<file path="src/rtl/core/rrrl_pkg.sv">
package rrrl_pkg;

    // Fixed field widths of the beats
    localparam int OP_W      = 2;
    localparam int PROC_ID_W = 16;
    localparam int OUT_ID_W  = 16;
    localparam int STATUS_W  = 2;
    localparam int COUNT_W   = 5;

    // Operation codes
    localparam logic [OP_W-1:0] OP_ENQ  = 2'd0;
    localparam logic [OP_W-1:0] OP_DEQ  = 2'd1;
    localparam logic [OP_W-1:0] OP_NEXT = 2'd2;
    localparam logic [OP_W-1:0] OP_DEL  = 2'd3;

    // Result status codes
    localparam logic [STATUS_W-1:0] ST_OK    = 2'd0;
    localparam logic [STATUS_W-1:0] ST_EMPTY = 2'd1;
    localparam logic [STATUS_W-1:0] ST_FULL  = 2'd2;

    typedef struct packed {
        logic [OP_W-1:0]      operation;
        logic [PROC_ID_W-1:0] proc_id;
    } in_beat_t;

    typedef struct packed {
        logic [OUT_ID_W-1:0] out_id;
        logic                out_valid;
        logic [STATUS_W-1:0] status;
        logic                list_empty;
        logic [COUNT_W-1:0]  entry_count;
    } out_beat_t;

    // Datapath micro-operations
    typedef enum logic [3:0] {
        UOP_NONE,
        UOP_LOAD,
        UOP_SCAN,
        UOP_ENQ_FIRST,
        UOP_ENQ_LINK_TAIL,
        UOP_ENQ_LINK_NEW,
        UOP_RD_HEAD,
        UOP_POP,
        UOP_RD_CUR_LINK,
        UOP_NEXT,
        UOP_WALK_START,
        UOP_WALK_STEP,
        UOP_UNLINK,
        UOP_RESULT
    } uop_t;

    // Which result form the output beat takes
    typedef enum logic [1:0] {
        RS_CURSOR,
        RS_FULL,
        RS_EMPTY,
        RS_POPPED
    } rsel_t;

    typedef struct packed {
        uop_t  uop;
        rsel_t rsel;
    } cmd_t;

    typedef struct packed {
        logic [OP_W-1:0] op;
        logic            count_zero;
        logic            count_full;
        logic            cur_is_head;
        logic            scan_hit;
        logic            walk_hit;
        logic            walk_last;
        logic            out_free;
    } sts_t;

endpackage

</file>
<file path="src/rtl/core/rrrl_ram.sv">
module rrrl_ram #(
    parameter int WIDTH = 16,
    parameter int DEPTH = 16
) (
    input  logic                     aclk,
    input  logic                     we,
    input  logic [$clog2(DEPTH)-1:0] waddr,
    input  logic [WIDTH-1:0]         wdata,
    input  logic [$clog2(DEPTH)-1:0] raddr,
    output logic [WIDTH-1:0]         rdata
);

    logic [WIDTH-1:0] mem_reg [DEPTH];
    logic [WIDTH-1:0] rdata_reg;

    // One write port, one registered read port
    always_ff @(posedge aclk) begin
        if (we) begin
            mem_reg[waddr] <= wdata;
        end
        rdata_reg <= mem_reg[raddr];
    end

    assign rdata = rdata_reg;

endmodule

</file>
<file path="src/rtl/core/rrrl_dpath.sv">
module rrrl_dpath #(
    parameter int DEPTH   = 16,
    parameter int ID_BITS = 16
) (
    input  logic                aclk,
    input  logic                aresetn,
    input  rrrl_pkg::cmd_t      cmd,
    output rrrl_pkg::sts_t      sts,
    input  rrrl_pkg::in_beat_t  s_data,
    output logic                m_valid,
    input  logic                m_ready,
    output rrrl_pkg::out_beat_t m_data
);

    import rrrl_pkg::*;

    localparam int PTR_W  = $clog2(DEPTH);
    localparam int CNT_W  = $clog2(DEPTH + 1);
    localparam int SW     = (ID_BITS < PROC_ID_W) ? ID_BITS : PROC_ID_W;
    localparam int LANES  = 8;
    localparam int LANE_W = $clog2(LANES);
    localparam int NCHUNK = (DEPTH + LANES - 1) / LANES;
    localparam int CW     = (NCHUNK > 1) ? $clog2(NCHUNK) : 1;

    // List state
    logic [PTR_W-1:0] head_reg;
    logic [PTR_W-1:0] tail_reg;
    logic [PTR_W-1:0] cursor_reg;
    logic [CNT_W-1:0] count_reg;
    logic [DEPTH-1:0] free_reg;
    logic             m_valid_reg;

    // Working registers
    logic [PTR_W-1:0] prev_reg;
    logic [PTR_W-1:0] new_slot_reg;
    logic [PTR_W-1:0] steps_reg;
    logic [CW-1:0]    scan_reg;
    logic [OP_W-1:0]  op_reg;
    logic [SW-1:0]    pid_reg;
    logic [SW-1:0]    popped_reg;
    out_beat_t        m_data_reg;
    out_beat_t        result;

    // Memory ports
    logic             id_we;
    logic [PTR_W-1:0] id_waddr;
    logic [SW-1:0]    id_wdata;
    logic [PTR_W-1:0] id_raddr;
    logic [SW-1:0]    id_rdata;
    logic             lk_we;
    logic [PTR_W-1:0] lk_waddr;
    logic [PTR_W-1:0] lk_wdata;
    logic [PTR_W-1:0] lk_raddr;
    logic [PTR_W-1:0] lk_rdata;

    // Free slot search, eight slots a cycle
    logic [NCHUNK*LANES-1:0] free_pad;
    logic [LANES-1:0]        chunk;
    logic [LANE_W-1:0]       lane;
    logic                    lane_hit;
    logic [CW+LANE_W-1:0]    scan_slot_wide;

    logic multi;
    logic has_id;
    logic out_free;
    logic walk_hit;

    rrrl_ram #(.WIDTH(SW), .DEPTH(DEPTH)) u_id_ram (
        .aclk  (aclk),
        .we    (id_we),
        .waddr (id_waddr),
        .wdata (id_wdata),
        .raddr (id_raddr),
        .rdata (id_rdata)
    );

    rrrl_ram #(.WIDTH(PTR_W), .DEPTH(DEPTH)) u_link_ram (
        .aclk  (aclk),
        .we    (lk_we),
        .waddr (lk_waddr),
        .wdata (lk_wdata),
        .raddr (lk_raddr),
        .rdata (lk_rdata)
    );

    always_comb begin
        free_pad = '0;
        free_pad[DEPTH-1:0] = free_reg;
        chunk = free_pad[{scan_reg, {LANE_W{1'b0}}} +: LANES];
        lane = '0;
        lane_hit = 1'b0;
        for (int i = LANES - 1; i >= 0; i--) begin
            if (chunk[i]) begin
                lane = LANE_W'(i);
                lane_hit = 1'b1;
            end
        end
        scan_slot_wide = {scan_reg, lane};
    end

    assign multi    = count_reg > CNT_W'(1);
    assign has_id   = count_reg != '0;
    assign out_free = !m_valid_reg || m_ready;
    assign walk_hit = lk_rdata == cursor_reg;

    // Memory address and write selection
    always_comb begin
        id_we    = 1'b0;
        id_waddr = new_slot_reg;
        id_wdata = pid_reg;
        id_raddr = cursor_reg;
        lk_we    = 1'b0;
        lk_waddr = new_slot_reg;
        lk_wdata = new_slot_reg;
        lk_raddr = cursor_reg;
        case (cmd.uop)
            UOP_ENQ_FIRST: begin
                id_we = 1'b1;
                lk_we = 1'b1;
            end
            UOP_ENQ_LINK_TAIL: begin
                id_we    = 1'b1;
                lk_we    = 1'b1;
                lk_waddr = tail_reg;
            end
            UOP_ENQ_LINK_NEW: begin
                lk_we    = 1'b1;
                lk_wdata = head_reg;
            end
            UOP_RD_HEAD: begin
                id_raddr = head_reg;
                lk_raddr = head_reg;
            end
            UOP_POP: begin
                // close the ring over the removed head
                lk_we    = multi;
                lk_waddr = tail_reg;
                lk_wdata = lk_rdata;
            end
            UOP_WALK_START: begin
                lk_raddr = head_reg;
            end
            UOP_WALK_STEP: begin
                lk_raddr = lk_rdata;
            end
            UOP_UNLINK: begin
                lk_we    = 1'b1;
                lk_waddr = prev_reg;
                lk_wdata = lk_rdata;
            end
            default: begin
            end
        endcase
    end

    // Result beat
    always_comb begin
        result.list_empty  = !has_id;
        result.entry_count = COUNT_W'(count_reg);
        result.out_id      = has_id ? OUT_ID_W'(id_rdata) : '0;
        result.out_valid   = has_id;
        result.status      = ST_OK;
        case (cmd.rsel)
            RS_CURSOR: begin
            end
            RS_FULL: begin
                result.status = ST_FULL;
            end
            RS_EMPTY: begin
                result.out_id    = '0;
                result.out_valid = 1'b0;
                result.status    = ST_EMPTY;
            end
            RS_POPPED: begin
                result.out_id    = OUT_ID_W'(popped_reg);
                result.out_valid = 1'b1;
            end
            default: begin
            end
        endcase
    end

    // Control state
    always_ff @(posedge aclk) begin
        if (!aresetn) begin
            head_reg    <= '0;
            tail_reg    <= '0;
            cursor_reg  <= '0;
            count_reg   <= '0;
            free_reg    <= '1;
            m_valid_reg <= 1'b0;
        end else begin
            if (cmd.uop == UOP_RESULT) begin
                m_valid_reg <= 1'b1;
            end else if (m_ready) begin
                m_valid_reg <= 1'b0;
            end
            case (cmd.uop)
                UOP_ENQ_FIRST: begin
                    head_reg               <= new_slot_reg;
                    tail_reg               <= new_slot_reg;
                    cursor_reg             <= new_slot_reg;
                    free_reg[new_slot_reg] <= 1'b0;
                    count_reg              <= count_reg + CNT_W'(1);
                end
                UOP_ENQ_LINK_TAIL: begin
                    free_reg[new_slot_reg] <= 1'b0;
                end
                UOP_ENQ_LINK_NEW: begin
                    tail_reg  <= new_slot_reg;
                    count_reg <= count_reg + CNT_W'(1);
                end
                UOP_POP: begin
                    free_reg[head_reg] <= 1'b1;
                    if (!multi) begin
                        head_reg   <= '0;
                        tail_reg   <= '0;
                        cursor_reg <= '0;
                        count_reg  <= '0;
                    end else begin
                        if (cursor_reg == head_reg) begin
                            cursor_reg <= lk_rdata;
                        end
                        head_reg  <= lk_rdata;
                        count_reg <= count_reg - CNT_W'(1);
                    end
                end
                UOP_NEXT: begin
                    cursor_reg <= lk_rdata;
                end
                UOP_UNLINK: begin
                    if (cursor_reg == tail_reg) begin
                        tail_reg <= prev_reg;
                    end
                    free_reg[cursor_reg] <= 1'b1;
                    cursor_reg <= lk_rdata;
                    count_reg  <= count_reg - CNT_W'(1);
                end
                default: begin
                end
            endcase
        end
    end

    // Working registers and output payload
    always_ff @(posedge aclk) begin
        case (cmd.uop)
            UOP_LOAD: begin
                op_reg   <= s_data.operation;
                pid_reg  <= s_data.proc_id[SW-1:0];
                scan_reg <= '0;
            end
            UOP_SCAN: begin
                if (lane_hit) begin
                    new_slot_reg <= scan_slot_wide[PTR_W-1:0];
                end else begin
                    scan_reg <= scan_reg + CW'(1);
                end
            end
            UOP_POP: begin
                popped_reg <= id_rdata;
            end
            UOP_WALK_START: begin
                prev_reg  <= head_reg;
                steps_reg <= '0;
            end
            UOP_WALK_STEP: begin
                if (!walk_hit) begin
                    prev_reg  <= lk_rdata;
                    steps_reg <= steps_reg + PTR_W'(1);
                end
            end
            UOP_RESULT: begin
                m_data_reg <= result;
            end
            default: begin
            end
        endcase
    end

    always_comb begin
        sts.op          = op_reg;
        sts.count_zero  = !has_id;
        sts.count_full  = count_reg == CNT_W'(DEPTH);
        sts.cur_is_head = cursor_reg == head_reg;
        sts.scan_hit    = lane_hit;
        sts.walk_hit    = walk_hit;
        sts.walk_last   = steps_reg == PTR_W'(DEPTH - 1);
        sts.out_free    = out_free;
    end

    assign m_valid = m_valid_reg;
    assign m_data  = m_data_reg;

endmodule

</file>
<file path="src/rtl/core/rrrl_ctrl.sv">
module rrrl_ctrl (
    input  logic           aclk,
    input  logic           aresetn,
    input  logic           s_valid,
    output logic           s_ready,
    output rrrl_pkg::cmd_t cmd,
    input  rrrl_pkg::sts_t sts
);

    import rrrl_pkg::*;

    typedef enum logic [3:0] {
        S_IDLE,
        S_DECODE,
        S_SCAN,
        S_ENQ_A,
        S_ENQ_B,
        S_POP_RD,
        S_POP,
        S_NXT_RD,
        S_NXT,
        S_WALK_START,
        S_WALK,
        S_DEL_RD,
        S_UNLINK,
        S_OUT_RD,
        S_FINISH
    } state_t;

    state_t state_reg, state_next;
    rsel_t  rsel_reg, rsel_next;
    uop_t   uop;

    // Next state and micro-op
    always_comb begin
        state_next = state_reg;
        rsel_next  = rsel_reg;
        uop        = UOP_NONE;
        case (state_reg)
            S_IDLE: begin
                if (s_valid) begin
                    uop        = UOP_LOAD;
                    state_next = S_DECODE;
                end
            end
            S_DECODE: begin
                rsel_next = RS_CURSOR;
                if (sts.op == OP_ENQ) begin
                    if (sts.count_full) begin
                        rsel_next  = RS_FULL;
                        state_next = S_OUT_RD;
                    end else begin
                        state_next = S_SCAN;
                    end
                end else if (sts.count_zero) begin
                    rsel_next  = RS_EMPTY;
                    state_next = S_FINISH;
                end else begin
                    case (sts.op)
                        OP_DEQ: begin
                            rsel_next  = RS_POPPED;
                            state_next = S_POP_RD;
                        end
                        OP_NEXT: begin
                            state_next = S_NXT_RD;
                        end
                        default: begin
                            // delete-current: the head needs no walk
                            state_next = sts.cur_is_head ? S_POP_RD : S_WALK_START;
                        end
                    endcase
                end
            end
            S_SCAN: begin
                uop = UOP_SCAN;
                if (sts.scan_hit) begin
                    state_next = S_ENQ_A;
                end
            end
            S_ENQ_A: begin
                if (sts.count_zero) begin
                    uop        = UOP_ENQ_FIRST;
                    state_next = S_OUT_RD;
                end else begin
                    uop        = UOP_ENQ_LINK_TAIL;
                    state_next = S_ENQ_B;
                end
            end
            S_ENQ_B: begin
                uop        = UOP_ENQ_LINK_NEW;
                state_next = S_OUT_RD;
            end
            S_POP_RD: begin
                uop        = UOP_RD_HEAD;
                state_next = S_POP;
            end
            S_POP: begin
                uop        = UOP_POP;
                state_next = (rsel_reg == RS_POPPED) ? S_FINISH : S_OUT_RD;
            end
            S_NXT_RD: begin
                uop        = UOP_RD_CUR_LINK;
                state_next = S_NXT;
            end
            S_NXT: begin
                uop        = UOP_NEXT;
                state_next = S_OUT_RD;
            end
            S_WALK_START: begin
                uop        = UOP_WALK_START;
                state_next = S_WALK;
            end
            S_WALK: begin
                uop = UOP_WALK_STEP;
                if (sts.walk_hit) begin
                    state_next = S_DEL_RD;
                end else if (sts.walk_last) begin
                    // cursor not on the ring: leave the list alone
                    state_next = S_OUT_RD;
                end
            end
            S_DEL_RD: begin
                uop        = UOP_RD_CUR_LINK;
                state_next = S_UNLINK;
            end
            S_UNLINK: begin
                uop        = UOP_UNLINK;
                state_next = S_OUT_RD;
            end
            S_OUT_RD: begin
                state_next = S_FINISH;
            end
            S_FINISH: begin
                if (sts.out_free) begin
                    uop        = UOP_RESULT;
                    state_next = S_IDLE;
                end
            end
            default: begin
                state_next = S_IDLE;
            end
        endcase
    end

    // State register
    always_ff @(posedge aclk) begin
        if (!aresetn) begin
            state_reg <= S_IDLE;
            rsel_reg  <= RS_CURSOR;
        end else begin
            state_reg <= state_next;
            rsel_reg  <= rsel_next;
        end
    end

    assign s_ready  = state_reg == S_IDLE;
    assign cmd.uop  = uop;
    assign cmd.rsel = rsel_reg;

endmodule

</file>
<file path="src/rtl/core/round_robin_ready_list.sv">
// Round-robin ready list: a ring of up to DEPTH process IDs kept in linked
// slots, with a cursor that steps round-robin. Each input beat is enqueue,
// dequeue, move-next or delete-current and yields exactly one result beat.
// IDs and links live in two single-port-write, registered-read memories, so
// every list step waits on a registered memory read. Enqueue runs a
// free-slot search, which looks at eight slots per cycle. Delete-current of
// a non-head entry walks the link memory from the head one slot per cycle
// to find the predecessor. A new beat is taken the cycle after the previous
// result is loaded into the output register, even while that result waits
// for m_ready; a result that is ready while the one before it still waits
// holds the block until m_ready.
module round_robin_ready_list #(
    parameter int DEPTH   = 16,
    parameter int ID_BITS = 16
) (
    input  logic                aclk,
    input  logic                aresetn,
    input  logic                s_valid,
    output logic                s_ready,
    input  rrrl_pkg::in_beat_t  s_data,
    output logic                m_valid,
    input  logic                m_ready,
    output rrrl_pkg::out_beat_t m_data
);

    import rrrl_pkg::*;

    cmd_t cmd;
    sts_t sts;

    rrrl_ctrl u_ctrl (
        .aclk    (aclk),
        .aresetn (aresetn),
        .s_valid (s_valid),
        .s_ready (s_ready),
        .cmd     (cmd),
        .sts     (sts)
    );

    rrrl_dpath #(.DEPTH(DEPTH), .ID_BITS(ID_BITS)) u_dpath (
        .aclk    (aclk),
        .aresetn (aresetn),
        .cmd     (cmd),
        .sts     (sts),
        .s_data  (s_data),
        .m_valid (m_valid),
        .m_ready (m_ready),
        .m_data  (m_data)
    );

endmodule

</file>
<file path="config.mk">
export PLATFORM = sky130hd
export DESIGN_NAME = round_robin_ready_list
export DESIGN_NICKNAME = d
export VERILOG_FILES = /design/src/rtl/core/rrrl_pkg.sv /design/src/rtl/core/rrrl_ram.sv /design/src/rtl/core/rrrl_dpath.sv /design/src/rtl/core/rrrl_ctrl.sv /design/src/rtl/core/round_robin_ready_list.sv
export SDC_FILE = /design/constraint.sdc
export NUM_CORES = 1
export LEC_CHECK = 0
export ABC_AREA = 1
export BUFFER_PORTS_ARGS = -buffer_cell sky130_fd_sc_hd__buf_4
export CAP_MARGIN = 5
export CORE_MARGIN = 4
export CORE_UTILIZATION = 50
export CTS_BUF_LIST = sky130_fd_sc_hd__clkbuf_4 sky130_fd_sc_hd__clkbuf_8
export DETAILED_ROUTE_END_ITERATION = 12
export PLACE_DENSITY = 0.74
export SLEW_MARGIN = 20
export SYNTH_ARGS = -nofsm -noshare
export SYNTH_HDL_FRONTEND = slang
export SYNTH_HIERARCHICAL = 1
export SYNTH_SLANG_ARGS = --single-unit
</file>
<file path="constraint.sdc">
create_clock -name aclk -period 4 [get_ports aclk]
set_input_delay 0.4 -clock aclk [delete_from_list [all_inputs] [get_ports aclk]]
set_output_delay 0.4 -clock aclk [all_outputs]
set_load 0.005 [all_outputs]
</file>
---- After elaboration in Yosys (flattened, before gate mapping) ----
Memories as Yosys holds them, arrays and structs flattened. A register that Yosys moved wholly into a read port is not among the register bits.
Cells that the tools add are included.
word-level totals
  bits in registers ....................... 112
  bits in latches ......................... 0
  RAM bits ................................ 320
  bits in read-only memories .............. 0
  input bits .............................. 22
  output and inout port bits .............. 27
  logic and storage cells ................. 193
  memories kept ........................... 2
memories
  memory                      words  bits a word  read ports  clocked after memory_dff  wr ports  RTL line        RTL
  u_dpath.u_id_ram.mem_reg    16     16           1           1                         1         rrrl_ram.sv:13  logic [WIDTH-1:0] mem_reg [DEPTH];
  u_dpath.u_link_ram.mem_reg  16     4            1           1                         1         rrrl_ram.sv:13
operators by class
  add/sub/neg operators ................... 4
  $mul .................................... 0
  divide/modulo/power cells ............... 0
  $lt $le $gt $ge ......................... 7
  eq/ne operators ......................... 45
  shift-type cells ........................ 1
  muxes and demuxes ....................... 74
  bitwise operators ....................... 4
  reductions and logical operators ........ 33
operators by type and width
  kind                count
  $mux 4              19
  $pmux 4 s2          7
  $eq 4x4->1 const B  13
  $pmux 4 s13         1
  $pmux 16 s3         1
  $pmux 4 s12         1
  $pmux 17 s2         1
  $eq 4x3->1 const B  8
  $or 16x16->16       2
  $pmux 4 s3          2
  $mux 1              22
  $and 16x16->16      1
  $eq 4x2->1 const B  4
  $mux 16             1
  $not 16->16         1
  $reduce_or 2->1     8
  $shiftx 16x5->8     1
  $lt 4x5->1 const B  3
  $mux 3              5
  $pmux 5 s3          1
  $demux 1 s4         3
  $eq 4x4->1          3
  $ge 4x1->1 const B  3
  $mux 2              6
  29 further kinds    51

---- Logic depth before layout (Yosys ltp) ----
  depth after elaboration ................. 11
  mapped depth ............................ 25
  mapped depth without buffers ............ 22

---- Cells and area by module ----
The synthesis kept the hierarchy.
modules (own cells, without submodules)
  module                         instances  cells each  area an instance (sq um)  seq. area each (sq um)
  rrrl_ram (u_dpath.u_id_ram)    1          1074        11380.9                   8007.7
  rrrl_dpath                     1          696         5600.4                    2842.7
  rrrl_ram (u_dpath.u_link_ram)  1          290         2966.6                    2001.9
  rrrl_ctrl                      1          114         655.6                     120.1

---- Worst setup path after synthesis ----
Ideal clock, no wire load.
  kind .................................... reg-to-reg
  start ................................... register u_dpath.count_reg[0]
  end ..................................... memory u_dpath.u_id_ram.mem_reg[12][0] (enable)
  setup time .............................. 388 ps
  arrival ................................. 2802 ps
  data required time ...................... 3612 ps
  slack ................................... 809 ps
  stages on the path, launching flop included .. 13
  path buffers ............................ 1
  clock period less this slack ............ 3191 ps
  path through ............................ dfxtp_1 inv_1 ha_1 inv_1 nor3_2 buf_4 o221ai_1 inv_1 nor2_2 nand2_1 nand2_1 nand3_1 nor2_1
RTL lines
  what                      RTL line           RTL
  start: declaration        rrrl_dpath.sv:29   logic [CNT_W-1:0] count_reg;
  start signal: assignment  rrrl_dpath.sv:204  count_reg <= count_reg + CNT_W'(1);
  start signal: assignment  rrrl_dpath.sv:211  count_reg <= count_reg + CNT_W'(1);
  start signal: assignment  rrrl_dpath.sv:225  count_reg <= count_reg - CNT_W'(1);
  end: declaration          rrrl_ram.sv:13

==> run metrics <==
Synth Net Count=2203; Data required, critical path=4330 ps; post-CTS setup buffers=0; Seq/Total Area, Yosys=63.0%; WL final=51500 um; RePlAce Congestion=between 0.9 and 1; Leak=0.00993 uW; RSZ-0062 raised after global routing=false; clock latency at the later pin of the worst-skew pair=640 ps; wire per inst=18.0 um; ANT nets after route=0; worst vdd ir=0.480 mV; logic gate share of total power=a little over a third; initial antenna violation count=1; mapped cell area=slightly above 20000 sq um; top_reg_cell synth=edfxtp_1; Multi-input gate area=5750 sq um; die height=211 um; drt pass-1 iters=6; Synth area leader=edfxtp_1; Congestion Overflow GR=0; Rows=74; sequential share of power=42.1%; PD cells=725 nW/um^2; status=finished, final reports clean; Clock Skew=30.8 ps; critical path endpoint category=flip-flop; CTS tree=yes; CP Capture Point=u_dpath/u_id_ram/mem_reg[9][11]$_DFFE_PP_; pin count of the biggest net entering global routing=129; Post-Syn Instances=approximately 2200; Layout area overhead=12.8%; final setup violation count=0; Core ar.=40700 sq um; RR Startpoint=u_dpath/count_reg[0]$_SDFFE_PN0P_; top sig layer=met4; M1 wire length=21300 um; top-count cell post-synth=nand2_1; Post-Synthesis Mean Instance Area=9.48 sq um; Max Buffers Root-to-Sink=3; routed vias=15200; worst hold path class=in2reg; Async SR Flop Fraction=0%; Clock transition at path regs=approximately 60 ps; Fmax=279 MHz; switch share=40.1%; Yosys Warn Count=6; Final Cycle Share=89.5%; H-tree levels=3; slew margin rel.=41.5%; global-route wire length before repair=79300 um; CP arrival=3910 ps; Fillers=3465; Final Net Count=around 2300; met2 WL=~25000 um; Max Transition Viols Final=0; hpwl dp=33200 um; Tot Pwr=16900 uW; I/O Buffers=48; register area=13000 sq um; Initial Util=50.6%; min Tclk post-route=3580 ps; slack of the worst reg-to-reg path=420 ps; clk sinks=452; measured slew at the worst slew-check pin=approximately 880 ps; Area contributors post-synth=edfxtp_1 (57%), nand2_1 (12%), nand3_1 (7.7%); Net Sw Power=between 6000 and 7000 uW; Via density=5.31; CTS buffer count=roughly 70; worst reg2reg path endpoint=u_dpath/u_id_ram/mem_reg[9][11]$_DFFE_PP_; reg2reg path depth=13; final hold violations=0; max reg flops=~260; EDFF count, synth=392; path type of the worst setup path=reg2reg; fraction of layout cells with a size suffix above 1=around an eighth; clock share of power=23.0%; TNS Setup=0 ps; vias in the first global route=14400; Max FO, Critical Path=8; CP startpoint kind=flip-flop; All-Layer GR Usage=22.8%; Critical Path Start=u_dpath/count_reg[0]$_SDFFE_PN0P_; Power Internal=10100 uW; # IOs=49; Residual DRC=0; starting DRC count in detailed routing=between 1000 and 1500; Yosys cell types=46; top cell type's share of synthesized area=57.1%; max cap viols=0; top cells by count, synth=nand2_1 (652), edfxtp_1 (392), inv_1 (348), nand3_1 (318), nor2_1 (111); die extent in x=between 200 and 250 um; clock root buffer master=clkbuf_8; Yosys reg bits=between 400 and 500; met3 routed WL=4120 um; DIE AREA=44500 sq um
-- worst min path at each step --
stage / slack [ps] / endpoint / cells after the start / start
after floorplan: 410 / u_dpath/popped_reg[0]$_DFFE_PP_ / 0 / u_dpath/u_id_ram/rdata[0]$_DFF_P_
after global placement: 420 / u_dpath/popped_reg[1]$_DFFE_PP_ / 0 / u_dpath/u_id_ram/rdata[1]$_DFF_P_
after detailed placement: 420 / u_dpath/popped_reg[4]$_DFFE_PP_ / 0 / u_dpath/u_id_ram/rdata[4]$_DFF_P_
after CTS: 90 / u_dpath/free_pad[4]$_SDFFE_PN1P_ / 2 / aresetn
after global routing: 100 / u_dpath/free_pad[4]$_SDFFE_PN1P_ / 2 / aresetn
final: 130 / u_dpath/free_pad[4]$_SDFFE_PN1P_ / 2 / aresetn
-- what timing repair did --
| item | 4_1_cts | 5_1_grt |
|---|---|---|
| endpoints found under the hold margin | 18 | 0 |
| hold buffers | 18 | 0 |
| setup endpoints to repair | 0 | 20 |
| resized for setup | 0 | 4 |
-- critical path, cell delays in order, from the launching register on --
cell and delay, ps:
dfxtp_1 460, inv_1 150, ha_1 220, inv_1 80, nor3_2 50, buf_4 160, o221ai_1 340, inv_1 150
nor2_2 230, nand2_1 110, nand2_1 310, nand3b_1 270, nor2_2 480, buf_4 270
-- power by group through the flow --
stage,clock [uW],combinational [uW],sequential (uW)
2_1_floorplan,0,4330,6700
3_3_place_gp,0,5630,7150
3_5_place_dp,0,5730,7180
4_1_cts,3970,5770,7090
5_1_grt,4200,6540,7180
6_report,3880,5880,7100
-- cell usage in the layout (no fill, tap or decap), drive strengths merged, types with 31 or more instances in the layout --
master / count
nand2: 666
nor2: 124
nand3: 321
clkbuf: 103
edfxtp: 392
dfxtp: 60
o21ai: 63
buf: 103
a21oi: 31
inv: 364
-- logic make-up after synthesis --
kind of cell	synth area share (%)
XOR/XNOR	0.340
buffers and inverters	9.49
flip-flops	63.0
AO/OA/AOI/OAI	3.05
AND/OR/NAND/NOR	23.7
adder cells (fa/ha/maj)	0.425
-- layout make-up --
type                            instances  share of cell area (%)
Clock inverter                         22                   0.700
Clock buffer                          102                    5.34
Sequential cell                       452                    55.8
Antenna cell                            1                  0.0108
Multi-Input combinational cell       1269                    24.7
Timing Repair Buffer                  122                    4.60
Inverter                              362                    5.92
Tap cell                              532                    2.86
-- through the flow --
stage	setup WS, ps	std cells	utilization (%)	hold slack [ps]	instance area (sq um)
final	419	2862	57.0	127	23200
after global routing	92.3	2861	57.0	104	23200
after CTS	234	2860	57.0	87.5	23200
after detailed placement	254	2718	53.1	419	21600
after global placement	348	2718	53.1	416	21600
after floorplan	809	2174	-	408	20600
-- per-layer routing --
layer | vias to the layer above | global-route usage [%]
li1 | 7259 | -
met2 | 678 | 36.9
met3 | 128 | 4.53
met1 | 7146 | 31.2
met5 | - | 0
met4 | 0 | 7.58
(Power assumes the default switching activity.)
